### src/rtl/shng_ram.sv
// Generic single-port-write, single-port-read RAM with registered read data.
module shng_ram #(
   parameter int WIDTH = 8,
   parameter int DEPTH = 16,
   localparam int AW = (DEPTH > 1) ? $clog2(DEPTH) : 1
) (
   input  logic             clock,
   input  logic             we,
   input  logic [AW-1:0]    waddr,
   input  logic [WIDTH-1:0] wdata,
   input  logic             re,
   input  logic [AW-1:0]    raddr,
   output logic [WIDTH-1:0] rdata
);

   logic [WIDTH-1:0] mem [DEPTH];
   logic [WIDTH-1:0] rdata_ff;

   always_ff @(posedge clock) begin
      if (we) begin
         mem[waddr] <= wdata;
      end
      if (re) begin
         rdata_ff <= mem[raddr];
      end
   end

   assign rdata = rdata_ff;

endmodule

### config.mk
export PLATFORM = sky130hd
export DESIGN_NAME = shng_ram
export DESIGN_NICKNAME = d
export VERILOG_FILES = /design/src/rtl/shng_ram.sv
export SDC_FILE = /design/constraint.sdc
export NUM_CORES = 1
export LEC_CHECK = 0
export ABC_AREA = 1
export BUFFER_PORTS_ARGS = -buffer_cell sky130_fd_sc_hd__buf_2
export CAP_MARGIN = 30
export CORE_MARGIN = 5
export CORE_UTILIZATION = 50
export CTS_CLUSTER_DIAMETER = 60
export DETAILED_ROUTE_END_ITERATION = 6
export PLACE_DENSITY_LB_ADDON = 0.15
export SYNTH_ARGS = -nofsm -noshare
export SYNTH_HDL_FRONTEND = slang
export SYNTH_SLANG_ARGS = --single-unit
### constraint.sdc
create_clock -name clock -period 1.9 [get_ports clock]
set_input_delay 0.475 -clock clock [delete_from_list [all_inputs] [get_ports clock]]
set_output_delay 0.475 -clock clock [all_outputs]
set_load 0.01 [all_outputs]
* Yosys cells after proc, flatten, opt, wreduce, memory -nomap -nowiden
Memory sizes are Yosys's and may differ from the RTL's. A register that Yosys moved wholly into a read port is not among the register bits.
Index checks and enable logic that the tools add are counted.
** Operators by class
- Muxes and demuxes :: 2
** Operator list (count)
- 1-bit two-way mux :: 2
** Storage, ports and cells
- Register bits after elaboration :: 0
- Bits in writable memories :: 128
- Input bits :: 19
- Output and inout port bits :: 8
- Logic and storage cells :: 3
- Memories kept :: 1
** Memories
- mem :: words 16, width 8, rd ports 1, clocked after Yosys merged registers in 1, write ports 1, line 16 : logic [WIDTH-1:0] mem [DEPTH];

* Logic depth before layout (Yosys ltp)
- Word-level depth :: 2
- Gate-level depth with buffers :: 8
- Gate-level depth less buffers :: 7

* Least setup slack after synthesis
OpenSTA, ideal clock, no wires.
- Path type :: in2reg
- From :: input waddr[2]
- To :: memory mem[10][0], enable pin
- Library setup time :: 370 ps
- Arrival time :: 1056 ps
- Data required time :: 1530 ps
- Setup slack :: 474 ps
- Cell stages on the path :: 2
- Buffers on the path :: 0
- Path through :: nand3b_1 nor2_1
** RTL lines
- start, declared :: line 9 : input logic [AW-1:0] waddr,
- end, declared :: line 16
No word-level cell before the write port.

* Worst setup path after layout
- From :: register rdata_ff[5] (netlist: rdata[5]), read port of mem
- To :: output rdata[5]
** RTL lines
- start, declared :: line 17 : logic [WIDTH-1:0] rdata_ff;
- end, declared :: line 13 : output logic [WIDTH-1:0] rdata
No word-level cell between the ends.

==> impl_metrics.py <==
metrics = {
    "status": {
        "status": "completed",
    },
    "final_layout": {
        "layout-drive-gt1-share_pct": 12.5,
        "layout.cells.most_common": "nand2_1",
        "mostFrequentLayoutCells": "nand2_1 (173), edfxtp_1 (136), inv_1 (100), nand3_1 (97), buf_2 (26)",
        "layout.core_utilization_pct": 59.0,
        "syn2layout_area_growth_pct": 15.1,
        "antenna_cells": 0,
        "fin_nets": 614,
    },
    "setup_path": {
        "critical_path_buf_inv_count": 1,
        "worst_setup_path_end_kind": "output port",
        "cp.required_ps": 1420,
        "worstPathCellList": "buf_2",
        "reg2reg_slack_ps": 730,
        "worst_path_max_delay_cell": "edfxtp_1",
        "critPathArrivalTime_ps": 1020,
        "max_stage_delay_ps": 440,
        "crit_path_start": "rdata[5]",
        "timing.critical_path.max_delay_family": "flip-flops",
        "startpoint_type": "flop",
        "worstPathMaxFanout": 1,
        "critical_path_class": "flop to output port",
        "regToRegStartpoint": "mem[0][7]",
    },
    "yosys": {
        "number_of_warning_messages_in_the_yosys_log": 0,
        "synthCells": 551,
        "yosys.area_share.xor_xnor_pct": 0,
        "ys_seq_area_share_pct": 69.8,
        "synth_top_area_share_pct": 69.8,
        "synth_simple_gate_area_share_pct": 20.8,
        "ys_ff_latch": 136,
        "synth_fa_ha_area_share_pct": 0,
        "netlist.top_cell.by_area": "edfxtp_1",
        "synth_top_family_by_area": "simple AND/OR/NAND/NOR gates",
        "synth_area_leaders": "edfxtp_1 (70%), nand2_1 (11%), nand3_1 (8.3%)",
        "synthesis.area_mm2": 0.00585,
        "mappedNetlistNets": 570,
        "syn_area_per_cell_um2": 10.6,
        "synth_cell_type_count": 11,
        "synth_compound_area_share_pct": 0,
        "portion_of_netlist_area_occupied_by_mux_cells_pct": 0,
    },
    "pwr": {
        "peakVddDrop_mv": 0.692,
        "power.internal_uw": 5270,
        "cellLeakagePower_uw": 0.00292,
        "power_switching_share_pct": 21.8,
        "power_frac_comb_pct": 6.2,
        "power.net_switching_uw": 1470,
        "finalPower_uw": 6740,
        "clockPowerShare_pct": 43.3,
        "powerDensity_mw_per_mm2": 1000,
        "power.share.sequential_pct": 50.5,
    },
    "clocking": {
        "ctsResizeCount": 0,
        "ctsHtreeMaxLevel": 4,
        "cts_made_buffers": 17,
        "postCtsHoldBufs": 0,
        "cts_setup_buffers": 0,
        "clockBufferDepth": 2,
        "worst_skew_pair.late_latency_ps": 410,
        "clkSinkCount": 136,
        "clk_transition_reported_paths_ps": 60,
        "cts.root.buffer_cell": "clkbuf_16",
        "tritoncts": "yes",
    },
    "sta": {
        "min_period_over_period_pct": 78.5,
        "final.setup_skew_ps": 7.06,
        "hold_violations": 0,
        "finalWorstPathRequiredPeriod_ps": 1490,
        "maxClockFrequency_mhz": 671,
        "setup-violations-final": 0,
        "unrepaired_setup_endpoints_after_global_routing": "false",
        "final-max-slew-violation-count": 0,
        "worst_slew_margin_rel_pct": 58.5,
        "tns_ps": 0,
        "tightest_slew_ps": 622,
    },
    "route": {
        "drcViolationCount": 0,
        "final_antenna_net_count": 0,
        "dr.first_iter.drc_count": 372,
        "vias_per_cell": 5.11,
        "drt_pre_antenna_iters": 5,
        "routedWlPerCell_um": 17.5,
        "num_vias": 3829,
        "drt_wl_total_mm": 13.1,
    },
    "hold_path": {
        "hp-class": "primary input to flop",
        "min-delay-start": "re",
    },
    "global_route": {
        "total_routing_usage_gr_pct": 19.3,
        "overflow": 0,
        "grt_first_pass_wirelength_mm": 20.4,
        "number_of_global_route_vias_before_repair": 3744,
        "initial_antenna_violation_count": 0,
        "grt_max_degree": 34,
    },
    "floorplan": {
        "design.portCount": 27,
        "floorplan.initialDensity_pct": 51.2,
        "vertical_die_dimension_um": 118,
        "core.rowCount": 39,
        "placeableCoreArea_mm2": 0.0114,
        "dieArea_mm2": 0.0140,
        "die_w_um": 118,
    },
    "flow_run": {
        "drv.max_cap_violation_count": 0,
    },
    "placement": {
        "portBuffers": 26,
        "routabilityCongestion": 0.853,
        "hpwlAfterDp_mm": 8.11,
    },
}
==> cells in the mapped netlist (all sizes together) <==
library cell,number
buf,24
nand3,97
inv,102
edfxtp,136
nand3b,2
nand2,173
nor2,17
==> per-layer routing <==
metal  track usage, %  vias up  routed length (um)
met5                0        -                   0
met2             30.4      115                6310
met4             8.60        0                 311
li1                 -     1867                   -
met1             26.1     1820                5830
met3             3.72       27                 681
==> stage by stage <==
stage	area, um2	std cells	setup WS (ps)	hold slack (ps)
6_report	6730	750	409	444
3_3_place_gp	6210	719	171	731
5_1_grt	6730	750	393	430
4_1_cts	6730	750	406	429
3_5_place_dp	6210	719	142	731
2_1_floorplan	5850	551	474	574
==> layout make-up <==
| class | count | area [um2] |
|---|---|---|
| inverter | 102 | 383 |
| fill | 993 | 4690 |
| clock inverter | 12 | 86.3 |
| timing repair buffer | 49 | 353 |
| tap | 143 | 179 |
| multi-input combinational | 289 | 1210 |
| clock buffer | 19 | 433 |
| sequential | 136 | 4080 |
==> flip-flops by register name (all words and copies together), names as in the netlist <==
name   count
rdata      8
mem      128
==> power groups by stage <==
stage | Clock (uW) | Combinational, uW | Sequential, uW
after global routing | 3080 | 465 | 3410
after CTS | 2950 | 426 | 3400
after floorplan | 0 | 237 | 3470
after global placement | 0 | 419 | 3460
after detailed placement | 0 | 424 | 3460
final | 2910 | 421 | 3400
==> kinds of logic (layout without fill, tap and decap cells) <==
kind of cell	after synthesis	in the layout
buf+inv	126	182
flops	136	136
simple gates	289	289
==> worst paths after layout <==
kind	end	cells after the start
setup / recovery	rdata[5]	1
hold / removal	rdata[4]	1
setup reg to reg	rdata[7]	6
hold reg to reg	rdata[4]	6
Power figures use the tool's default switching activity.
